`src/hw/rtl/mvm_pkg.sv`:
```
// shared types and constants of the matrix-vector multiply block
package mvm_pkg;

    localparam int MAX_ROWS      = 64;
    localparam int MAX_COLS      = 64;
    localparam int ELEMENT_WIDTH = 16;
    localparam int FRAC_BITS     = 12;
    localparam int ACC_WIDTH     = 40;
    localparam int PROD_WIDTH    = 2 * ELEMENT_WIDTH;
    localparam int ROW_W         = (MAX_ROWS > 1) ? $clog2(MAX_ROWS) : 1;
    localparam int COL_W         = (MAX_COLS > 1) ? $clog2(MAX_COLS) : 1;
    localparam int SIZE_W        = 7;
    localparam int CFG_DATA_W    = 16;
    localparam int CFG_IDX_W     = 2;

    localparam logic [SIZE_W-1:0]            ROWS_RESET  = 7'd64;
    localparam logic [SIZE_W-1:0]            COLS_RESET  = 7'd64;
    localparam logic signed [ELEMENT_WIDTH-1:0] SCALE_RESET = 16'sd4096;

    typedef enum logic [CFG_IDX_W-1:0] {
        REG_ROWS_IN_USE  = 2'd0,
        REG_COLS_IN_USE  = 2'd1,
        REG_SCALE_FACTOR = 2'd2
    } cfg_reg_t;

    typedef struct packed {
        logic signed [ELEMENT_WIDTH-1:0] matrix_element;
        logic signed [ELEMENT_WIDTH-1:0] vector_element;
    } in_item_t;

    typedef struct packed {
        logic [5:0]                  row_index;
        logic signed [ACC_WIDTH-1:0] result_value;
        logic                        last_row;
    } out_item_t;

    typedef enum logic [1:0] {
        ST_IDLE,
        ST_FACTOR,
        ST_PRODUCT,
        ST_COMMIT
    } state_t;

    typedef struct packed {
        logic load_item;
        logic calc_factor;
        logic calc_product;
        logic commit;
    } cmd_t;

    typedef struct packed {
        logic commit_stall;
    } status_t;

endpackage

```
`src/hw/rtl/mvm_ctrl.sv`:
```
// sequencing state machine of the matrix-vector multiply block
module mvm_ctrl (
    input  logic             aclk,
    input  logic             aresetn,
    input  logic             s_valid,
    output logic             s_ready,
    input  mvm_pkg::status_t status,
    output mvm_pkg::cmd_t    cmd,
    output mvm_pkg::state_t  state
);
    import mvm_pkg::*;

    state_t state_reg;
    state_t state_next;

    always_ff @(posedge aclk) begin
        if (!aresetn) begin
            state_reg <= ST_IDLE;
        end else begin
            state_reg <= state_next;
        end
    end

    always_comb begin
        state_next = state_reg;
        unique case (state_reg)
            ST_IDLE: begin
                if (s_valid) state_next = ST_FACTOR;
            end
            ST_FACTOR:  state_next = ST_PRODUCT;
            ST_PRODUCT: state_next = ST_COMMIT;
            ST_COMMIT: begin
                if (!status.commit_stall) state_next = ST_IDLE;
            end
            default: state_next = ST_IDLE;
        endcase
    end

    always_comb begin
        cmd     = '0;
        s_ready = 1'b0;
        unique case (state_reg)
            ST_IDLE: begin
                s_ready       = 1'b1;
                cmd.load_item = s_valid;
            end
            ST_FACTOR:  cmd.calc_factor  = 1'b1;
            ST_PRODUCT: cmd.calc_product = 1'b1;
            ST_COMMIT:  cmd.commit       = !status.commit_stall;
            default: begin
                cmd = '0;
            end
        endcase
    end

    assign state = state_reg;

endmodule

```
`src/hw/rtl/mvm_dp.sv`:
```
// datapath: config registers, counters, multipliers, accumulator memory, result register
module mvm_dp (
    input  logic                                 aclk,
    input  logic                                 aresetn,
    input  logic                                 cfg_write_en,
    input  logic [mvm_pkg::CFG_IDX_W-1:0]        cfg_index,
    input  logic [mvm_pkg::CFG_DATA_W-1:0]       cfg_data,
    input  mvm_pkg::in_item_t                    s_data,
    output mvm_pkg::out_item_t                   m_data,
    output logic                                 m_valid,
    input  logic                                 m_ready,
    input  mvm_pkg::cmd_t                        cmd,
    output mvm_pkg::status_t                     status
);
    import mvm_pkg::*;

    localparam int SAT_HI_W = PROD_WIDTH - FRAC_BITS - ELEMENT_WIDTH + 1;

    logic [SIZE_W-1:0]                  rows_cfg_reg;
    logic [SIZE_W-1:0]                  cols_cfg_reg;
    logic signed [ELEMENT_WIDTH-1:0]    scale_reg;
    logic [ROW_W-1:0]                   row_cnt_reg;
    logic [COL_W-1:0]                   col_cnt_reg;
    logic signed [ELEMENT_WIDTH-1:0]    factor_reg;
    logic signed [ELEMENT_WIDTH-1:0]    elem_reg;
    logic signed [ELEMENT_WIDTH-1:0]    vec_reg;
    logic signed [PROD_WIDTH-1:0]       prod_reg;
    logic signed [ACC_WIDTH-1:0]        rd_reg;
    out_item_t                          out_reg;
    logic                               out_valid_reg;

    logic signed [ACC_WIDTH-1:0]        acc_mem [MAX_ROWS];

    logic [SIZE_W-1:0]                  rows_eff;
    logic [SIZE_W-1:0]                  cols_eff;
    logic                               last_row;
    logic                               first_col;
    logic                               last_col;
    logic signed [PROD_WIDTH-1:0]       fprod;
    logic [SAT_HI_W-1:0]                fprod_hi;
    logic signed [ELEMENT_WIDTH-1:0]    factor_sat;
    logic signed [ACC_WIDTH:0]          sum_wide;
    logic signed [ACC_WIDTH-1:0]        acc_new;
    logic signed [ACC_WIDTH-1:0]        prod_ext;

    // zero acts as one, anything above the maximum acts as the maximum
    always_comb begin
        rows_eff = rows_cfg_reg;
        if (rows_cfg_reg == '0) rows_eff = SIZE_W'(1);
        else if (rows_cfg_reg > SIZE_W'(MAX_ROWS)) rows_eff = SIZE_W'(MAX_ROWS);
        cols_eff = cols_cfg_reg;
        if (cols_cfg_reg == '0) cols_eff = SIZE_W'(1);
        else if (cols_cfg_reg > SIZE_W'(MAX_COLS)) cols_eff = SIZE_W'(MAX_COLS);
    end

    assign last_row  = SIZE_W'(row_cnt_reg) >= (rows_eff - SIZE_W'(1));
    assign last_col  = SIZE_W'(col_cnt_reg) >= (cols_eff - SIZE_W'(1));
    assign first_col = (col_cnt_reg == '0);

    // column factor: floor shift of the q8.24 product, saturated to q4.12
    assign fprod    = vec_reg * scale_reg;
    assign fprod_hi = fprod[PROD_WIDTH-1:FRAC_BITS+ELEMENT_WIDTH-1];
    always_comb begin
        if (fprod_hi == '0 || &fprod_hi) begin
            factor_sat = fprod[FRAC_BITS+ELEMENT_WIDTH-1:FRAC_BITS];
        end else if (fprod[PROD_WIDTH-1]) begin
            factor_sat = {1'b1, {(ELEMENT_WIDTH-1){1'b0}}};
        end else begin
            factor_sat = {1'b0, {(ELEMENT_WIDTH-1){1'b1}}};
        end
    end

    // accumulate with saturation to the accumulator range
    assign prod_ext = ACC_WIDTH'(prod_reg);
    assign sum_wide = (ACC_WIDTH+1)'(rd_reg) + (ACC_WIDTH+1)'(prod_ext);
    always_comb begin
        if (first_col) begin
            acc_new = prod_ext;
        end else if (sum_wide[ACC_WIDTH] != sum_wide[ACC_WIDTH-1]) begin
            acc_new = sum_wide[ACC_WIDTH] ? {1'b1, {(ACC_WIDTH-1){1'b0}}}
                                          : {1'b0, {(ACC_WIDTH-1){1'b1}}};
        end else begin
            acc_new = sum_wide[ACC_WIDTH-1:0];
        end
    end

    assign status.commit_stall = last_col && out_valid_reg && !m_ready;

    always_ff @(posedge aclk) begin
        if (!aresetn) begin
            rows_cfg_reg  <= ROWS_RESET;
            cols_cfg_reg  <= COLS_RESET;
            scale_reg     <= SCALE_RESET;
            row_cnt_reg   <= '0;
            col_cnt_reg   <= '0;
            factor_reg    <= '0;
            out_valid_reg <= 1'b0;
        end else begin
            if (cfg_write_en) begin
                case (cfg_index)
                    REG_ROWS_IN_USE:  rows_cfg_reg <= cfg_data[SIZE_W-1:0];
                    REG_COLS_IN_USE:  cols_cfg_reg <= cfg_data[SIZE_W-1:0];
                    REG_SCALE_FACTOR: scale_reg    <= cfg_data[ELEMENT_WIDTH-1:0];
                    default: ;
                endcase
            end
            if (cmd.calc_factor && row_cnt_reg == '0) begin
                factor_reg <= factor_sat;
            end
            if (cmd.commit && last_col) begin
                out_valid_reg <= 1'b1;
            end else if (m_ready) begin
                out_valid_reg <= 1'b0;
            end
            if (cmd.commit) begin
                if (last_row) begin
                    row_cnt_reg <= '0;
                    col_cnt_reg <= last_col ? '0 : col_cnt_reg + COL_W'(1);
                end else begin
                    row_cnt_reg <= row_cnt_reg + ROW_W'(1);
                end
            end
        end
    end

    // payload registers and accumulator memory
    always_ff @(posedge aclk) begin
        if (cmd.load_item) begin
            elem_reg <= s_data.matrix_element;
            vec_reg  <= s_data.vector_element;
            rd_reg   <= acc_mem[row_cnt_reg];
        end
        if (cmd.calc_product) begin
            prod_reg <= elem_reg * factor_reg;
        end
        if (cmd.commit) begin
            acc_mem[row_cnt_reg] <= acc_new;
            if (last_col) begin
                out_reg.row_index    <= 6'(row_cnt_reg);
                out_reg.result_value <= acc_new;
                out_reg.last_row     <= last_row;
            end
        end
    end

    assign m_data  = out_reg;
    assign m_valid = out_valid_reg;

endmodule

```
`src/hw/rtl/matrix_vector_multiply_top.sv`:
```
// a request is accepted in the idle state and its result is registered by the commit step
// a new request is taken only once the last one is through its four steps (accept and memory
//   read, column factor multiply, element multiply, accumulate and write back)
// a commit in the last column waits while the result register is still full and not taken
// reset: synchronous, active low; clears counters, column factor, result valid and loads
//   the size and scale registers with their defaults; accumulator memory is not cleared
module matrix_vector_multiply_top (
    input  logic                            aclk,
    input  logic                            aresetn,
    // configuration write port
    input  logic                            cfg_write_en,
    input  logic [mvm_pkg::CFG_IDX_W-1:0]   cfg_index,
    input  logic [mvm_pkg::CFG_DATA_W-1:0]  cfg_data,
    // request channel: one matrix element and its column's vector element
    input  logic                            s_valid,
    output logic                            s_ready,
    input  mvm_pkg::in_item_t               s_data,
    // result channel: one finished row in the last column
    output logic                            m_valid,
    input  logic                            m_ready,
    output mvm_pkg::out_item_t              m_data
);
    import mvm_pkg::*;

    cmd_t    cmd;
    status_t status;
    state_t  state;

    // controller steps one request through the shared datapath
    mvm_ctrl u_ctrl (
        .aclk    (aclk),
        .aresetn (aresetn),
        .s_valid (s_valid),
        .s_ready (s_ready),
        .status  (status),
        .cmd     (cmd),
        .state   (state)
    );

    // datapath holds config, counters, multipliers and row accumulators
    mvm_dp u_dp (
        .aclk         (aclk),
        .aresetn      (aresetn),
        .cfg_write_en (cfg_write_en),
        .cfg_index    (cfg_index),
        .cfg_data     (cfg_data),
        .s_data       (s_data),
        .m_data       (m_data),
        .m_valid      (m_valid),
        .m_ready      (m_ready),
        .cmd          (cmd),
        .status       (status)
    );

    // a request in flight blocks the next one
    assert property (@(posedge aclk) disable iff (!aresetn)
        (s_valid && s_ready) |=> !s_ready)
        else $error("request accepted while previous one still in flight");

    // a new result only appears out of the commit step
    assert property (@(posedge aclk) disable iff (!aresetn)
        $rose(m_valid) |-> $past(state == ST_COMMIT))
        else $error("result valid raised outside commit");

    // reset leaves no result pending and the block ready
    assert property (@(posedge aclk)
        !aresetn |=> (!m_valid && s_ready))
        else $error("reset did not clear result or ready");

endmodule

```
`config.mk`:
```
export PLATFORM = sky130hd
export DESIGN_NAME = matrix_vector_multiply_top
export DESIGN_NICKNAME = d
export VERILOG_FILES = /design/src/hw/rtl/mvm_pkg.sv /design/src/hw/rtl/mvm_ctrl.sv /design/src/hw/rtl/mvm_dp.sv /design/src/hw/rtl/matrix_vector_multiply_top.sv
export SDC_FILE = /design/constraint.sdc
export NUM_CORES = 2
export LEC_CHECK = 0
export BUFFER_PORTS_ARGS = -buffer_cell sky130_fd_sc_hd__buf_2
export CAP_MARGIN = 20
export CORE_MARGIN = 4
export CORE_UTILIZATION = 44
export CTS_CLUSTER_DIAMETER = 100
export DETAILED_ROUTE_END_ITERATION = 8
export GPL_ROUTABILITY_DRIVEN = 0
export MAX_ROUTING_LAYER = met4
export PLACE_DENSITY_LB_ADDON = 0.08
export RECOVER_POWER = 100
export SYNTH_ARGS = -nofsm -noshare
export SYNTH_HDL_FRONTEND = slang
export SYNTH_SLANG_ARGS = --single-unit
```
`constraint.sdc`:
```
create_clock -name aclk -period 9 [get_ports aclk]
set_input_delay 1.8 -clock aclk [delete_from_list [all_inputs] [get_ports aclk]]
set_output_delay 1.8 -clock aclk [all_outputs]
set_load 0.01 [all_outputs]
```
# Word-level counts from Yosys, hierarchy flattened
# Memories as Yosys holds them, arrays and structs flattened. A register that Yosys moved wholly into a read port is not among the register bits.
# Index checks and enable logic that the tools add are counted.
classes:
  add_sub_neg: 5
  n_mul: 2
  order_cmp: 4
  eq_ne: 8
  mux: 23
  reduce_logical: 22
op_table:
  columns: ["operator", "n"]
  rows:
  - ["two-way mux 40 bit", 3]
  - ["multiplier 16 x 16 -> 32 bit", 2]
  - ["adder 40 x 32 -> 41 bit", 1]
  - ["two-way mux 16 bit", 2]
  - ["two-way mux 7 bit", 4]
  - ["greater-or-equal comparator 6 x 7 -> 1 bit", 2]
  - ["greater-than comparator 7 bit (second input constant)", 2]
  - ["zero test 7 bit", 2]
  - ["subtractor 7 x 1 -> 7 bit (second input constant)", 2]
  - ["adder 6 x 1 -> 6 bit (second input constant)", 2]
  - ["zero test 6 bit", 2]
  - ["two-way mux 6 bit", 2]
  - ["AND reduction 2 bit", 6]
  - ["two-way mux 1 bit", 9]
  - ["case mux 2 bit (4 select lines)", 1]
  - ["equality test 2 bit (second input constant)", 3]
  - ["zero test 5 bit", 1]
  - ["AND reduction 5 bit", 1]
  - ["equality test 2 x 1 -> 1 bit (second input constant)", 2]
  - ["logical AND 1 bit", 4]
  - ["zero test 2 bit", 2]
  - ["two-way mux 2 bit", 2]
  - ["inequality test 2 bit (second input constant)", 2]
  - ["zero test 1 bit", 2]
  - ["other kinds (3)", 3]
word_totals:
  register_bits: 172
  ram_bits: 2560
  output_inout_bits: 49
  memories: 1
memory_table:
  columns: ["memory", "depth", "word_bits", "read_ports", "rd_ports_with_merged_regs", "write_ports", "line_no", "text"]
  rows:
  - ["u_dp.acc_mem", 64, 40, 1, 1, 1, "mvm_dp.sv:32", "logic signed [ACC_WIDTH-1:0] acc_mem [MAX_ROWS];"]

# Depth between registers and ports, before layout
depth:
  word_depth: 11
  mapped_depth: 26
  mapped_depth_nobuf: 24

# Cells and area by module
# Synthesis repeated with hierarchy kept, for this count alone.
unflattened:
  cells_unflattened: 7832
  hier_area_um2: 121342.6
modules_own_cells:
  columns: ["module", "instances", "cells_per_inst", "area_per_inst_um2", "seq_area_each_um2"]
  rows:
  - ["mvm_dp", 1, 7815, 121177.5, 82589.2]
  - ["mvm_ctrl", 1, 17, 165.2, 40.0]

# Least setup slack after synthesis
# Ideal clock, no wire load.
synth_timing:
  path_kind: "register to register"
  from: "register u_dp.vec_reg[15]"
  to: "register u_dp.factor_reg[11]"
  setup_ns: 0.119
  arrival_time_ns: 6.744
  required_time_ns: 8.881
  setup_slack_ns: 2.137
  path_stages_with_launch: 26
  path_buffers: 2
  synth_period_minus_slack_ns: 6.863
  path_cell_list: "edfxtp_1 > clkbuf_1 > nand2_1 > inv_1 > fa_1 > inv_1 > fa_1 > inv_1 > fa_1 > fa_1 > fa_1 > inv_1 > fa_1 > inv_1 > ha_1 > a21o_1 > a21o_1 > a21o_1 > a21o_1 > a2111o_1 > and3b_1 > nor3_1 > a211o_1 > buf_2 > a32oi_1 > o21ai_1"
synth_via:
  elab_chain_cells: 4
  word_cells_on_any_way: 6
synth_lines:
  columns: ["element", "line_no", "text"]
  rows:
  - ["start, declared", "mvm_dp.sv:26", "logic signed [ELEMENT_WIDTH-1:0] vec_reg;"]
  - ["start signal, assigned", "mvm_dp.sv:130", "vec_reg <= s_data.vector_element;"]
  - ["multiplier 16 x 16 -> 32 bit *", "mvm_dp.sv:61", "assign fprod = vec_reg * scale_reg;"]
  - ["zero test 5 bit / AND reduction 5 bit (equally long branches)", "mvm_dp.sv:64", "if (fprod_hi == '0 || &fprod_hi) begin"]
  - ["logical OR 1 bit", "mvm_dp.sv:64", null]
  - ["two-way mux 16 bit *", "mvm_dp.sv:64", null]
  - ["end signal, assigned", "mvm_dp.sv:108", "factor_reg <= factor_sat;"]
  - ["end, declared", "mvm_dp.sv:24", "logic signed [ELEMENT_WIDTH-1:0] factor_reg;"]
# Every way passes the cells marked *; elsewhere a longest branch is shown, timed or not.
# A chain may end at the register's enable or synchronous reset.

# Worst setup path in the final report
layout_timing:
  from: "register u_dp.cols_cfg_reg[2]"
  to: "memory u_dp.acc_mem[51][21], enable pin"
layout_via:
  elab_chain_cells: 11
  word_cells_on_any_way: 12
layout_lines:
  columns: ["element", "line_no", "text"]
  rows:
  - ["start, declared", "mvm_dp.sv:20", "logic [SIZE_W-1:0] cols_cfg_reg;"]
  - ["start signal, assigned", "mvm_dp.sv:102", "REG_COLS_IN_USE: cols_cfg_reg <= cfg_data[SIZE_W-1:0];"]
  - ["greater-than comparator 7 bit", "mvm_dp.sv:53", "else if (cols_cfg_reg > SIZE_W'(MAX_COLS)) cols_eff = SIZE_W'(MAX_COLS);"]
  - ["two-way mux 7 bit", "mvm_dp.sv:53", null]
  - ["two-way mux 7 bit *", "mvm_dp.sv:52", "if (cols_cfg_reg == '0) cols_eff = SIZE_W'(1);"]
  - ["subtractor 7 x 1 -> 7 bit *", "mvm_dp.sv:57", "assign last_col = SIZE_W'(col_cnt_reg) >= (cols_eff - SIZE_W'(1));"]
  - ["greater-or-equal comparator 6 x 7 -> 1 bit *", "mvm_dp.sv:57", null]
  - ["logical AND 1 bit * (2 in a row)", "mvm_dp.sv:87", "assign status.commit_stall = last_col && out_valid_reg && !m_ready;"]
  - ["zero test 1 bit *", null, null]
  - ["two-way mux 1 bit *", "mvm_ctrl.sv:42", "unique case (state_reg)"]
  - ["two-way mux 1 bit *", "mvm_dp.sv:136", "if (cmd.commit) begin"]
  - ["two-way mux 1 bit (implied by the code) *", "mvm_dp.sv:137", "acc_mem[row_cnt_reg] <= acc_new;"]
  - ["end, declared", "mvm_dp.sv:32", null]
# Marked as above.

==> impl_metrics.toml <==
[final_layout]
fin_area_mm2 = 0.136
largest_reg_flops = 2560
layout-drive-gt1-share = 0.0769
final_common_cell = "edfxtp_1"
area_growth_syn_to_layout_pct = 12.2
nNetsFinal = 8866
final_cell_mix = "2711 x edfxtp_1, 1066 x a22oi_1, 595 x inv_1, 524 x fa_1, 383 x nand2_1"
fillers = 23300

[floorplanning]
initial_utilization = 0.443
dieArea_mm2 = 0.284
row_count = 192
ioPinCount = 104
core_area_mm2 = 0.274
die_y_um = 533
die_w_um = 533

[worst_setup_path]
crit_chain = "nor3_1 > nor3b_1 > o21ai_0 > ha_1 > ha_1 > a21o_1 > a21o_1 > a21o_1 > a21o_1 > a21oi_1 > o31a_1 > clkbuf_1 > nand2_1 > clkbuf_1 > nor2_1 > clkbuf_2"
crit_slowest_cell = "nor2_1"
startpoint = "u_dp.cols_cfg_reg[2]"
cpMostUsedCell = "a21o_1"
cp-start-kind = "flop"
crit_type = "flop to flop"
timing.rr.end = "u_dp.acc_mem[51][21]"
cp-end-kind = "flop"
r2r_slack_ns = 0.40
cp.required_ns = 9.47
cp_slowest_stage_delay_ns = 2.16
cp.arrival_ns = 9.06
reg2reg_depth = 16
cp_max_fo = 26
r2r-start = "u_dp.cols_cfg_reg[2]"

[cts]
holdBufCountCts = 0
htree_levels = 5
cts_tree = "yes"
cts_resized = 0
cts_root_buffer = "clkbuf_16"
insertion_delay_ns = 0.92
clock-sinks = 2772
cts_buffers = 302
clk_pin_slew_ns = 0.06
clockBufferDepth = 4
post_cts_buffers = 0

[min_path]
hold_start = "u_ctrl.state[0]"
hold_class = "flop to flop"
whs_path_depth = 2
min_to = "u_ctrl.state[0]"

[flow_run]
drv_cap = 161

[synthesis]
synth_compound_area_frac = 0.122
synth-simple-area-share = 0.0471
yosys_warnings = 0
syn_inst = 7843
ys_types = 73
synth_flop_cell = "edfxtp_1"
synth_top_family_by_area = "compound AO/OA/AOI/OAI gates"
synth_xor_area_frac = 0.00649
syn-num-nets = 8645
synth_area_mm2 = 0.121
yosysSeqAreaShare = 0.681
avgSynthCellArea_um2 = 15.5
synth_edf_count = 2711
synth_seq_cells = 2772
async_flop_share = 0
synthAdderAreaFrac = 0.110
synth_mux_area_frac = 0.00141

[detailed_routing]
route.detailed.drc = 0
drt_wl_total_mm = 404
vias = 73700
wire_per_inst_um = 33.7
drt-pass1-iter-count = 6
routed_via_density = 6.15
first_iter_violations = 8609
ant_nets = 0

[power]
power.density_mw_per_mm2 = 296
vdd_drop_max_uv = 225
cellLeakagePower_nw = 45.0

[global_routing]
grt_start_max_net_pins = 90
antenna_found_initial = 25
grt_pass1_wl_mm = 568
grt_pass1_vias = 73000
overflow = 0
grt_usage = 0.287

[timing]
fin_skew_ns = 0.0949
hold_violations = 0
slew_violations = 5159
slew_headroom = -1.62
fin_crit_ns = 8.60
fmax_mhz = 116
setup_viol = 0
rsz0062_at_grt = "no"
finalWorstSetupSlack_ns = 0.403
timing.setup.tns_ns = 0
worst_pin_slew_ns = 3.94
finalCritPeriodShare = 0.955

[placed_design]
place_area_mm2 = 0.128
place_hpwl_mm = 237
portBuffers = 103
pre_cts_ws_ns = 1.17

[run_status]
status = "finished, violations left"
failed_checks = "capacitance limit, slew limit"
worst max-delay path by stage:
| stage | cells past startpoint | slack (ns) | to |
|---|---|---|---|
| 5_1_grt | 16 | 0.29 | u_dp.acc_mem[9][26] |
| 6_report | 16 | 0.40 | u_dp.acc_mem[51][21] |
| 2_1_floorplan | 25 | 2.14 | u_dp.factor_reg[11] |
| 3_3_place_gp | 22 | 1.26 | u_dp.factor_reg[0] |
| 3_5_place_dp | 20 | 1.17 | u_dp.factor_reg[3] |
| 4_1_cts | 20 | 1.10 | u_dp.factor_reg[3] |
critical path, delay by kind of cell, from the launching register on:
kind	cells	cell delay (ns)
fa+ha+maj	2	0.60
flops	1	0.36
buf+inv	3	2.92
compound gates	7	1.35
simple gates	4	2.90
cells in the mapped netlist, types with 38 or more instances:
cell type     n  share of area
buf_1        51         0.0016
nand2_1     385          0.012
edfxtp_1   2711           0.67
xnor2_1      68         0.0049
a21o_1       57         0.0035
and2_1      219          0.011
a22o_1      111         0.0080
a22oi_1    1066          0.066
fa_1        524          0.086
nand4_1      90         0.0046
clkbuf_1    379          0.012
inv_1       596          0.018
nor4_1       50         0.0026
nor2_1      211         0.0065
ha_1        223          0.023
a31oi_1     120         0.0062
dfxtp_1      61          0.010
a221oi_1    113         0.0082
o21ai_0      76         0.0031
a41oi_1     142          0.010
nand3_1      58         0.0024
a21oi_1     204         0.0084
nand2b_1     38         0.0020
kinds of logic after synthesis:
family	Yosys count
compound gates	2017
xor+xnor	89
simple gates	1161
mux	17
flops	2772
buf+inv	1039
fa+ha+maj	748
report_power, final:
part	leakage [nW]	internal [W]	switching [W]
Combinational	15.5	0.00357	0.00759
Sequential	24.9	0.0167	0.000480
Clock	4.63	0.00686	0.00517
Total	45.0	0.0271	0.0132
through the flow:
step                      hold slack [ns]  cells   util  power, W
after floorplan                     0.435   7843      -    0.0242
after global placement              0.524  11400  0.466    0.0283
after detailed placement            0.557  11400  0.467    0.0283
after CTS                           0.564  12000  0.501    0.0404
after global routing                0.595  12000  0.497    0.0423
final                               0.558  12000  0.497    0.0403
cell type report:
class,count,area (um2),share of cell area
tap,3686,4610,0.0339
timing repair buffer,360,2000,0.0147
inverter,596,2240,0.0164
clock inverter,166,1570,0.0115
antenna,10,25.0,0.000184
sequential,2772,82600,0.607
multi-input combinational,4032,35200,0.258
clock buffer,370,7940,0.0583
per-layer routing:
layer,vias to the layer above,part of all wire,GRT usage
met3,713,0.087,0.0423
met5,-,0,-
li1,30700,-,-
met4,0,0.037,0.0878
met2,3652,0.46,0.445
met1,38700,0.41,0.396
Note: power is estimated with default switching activity, not from simulation.
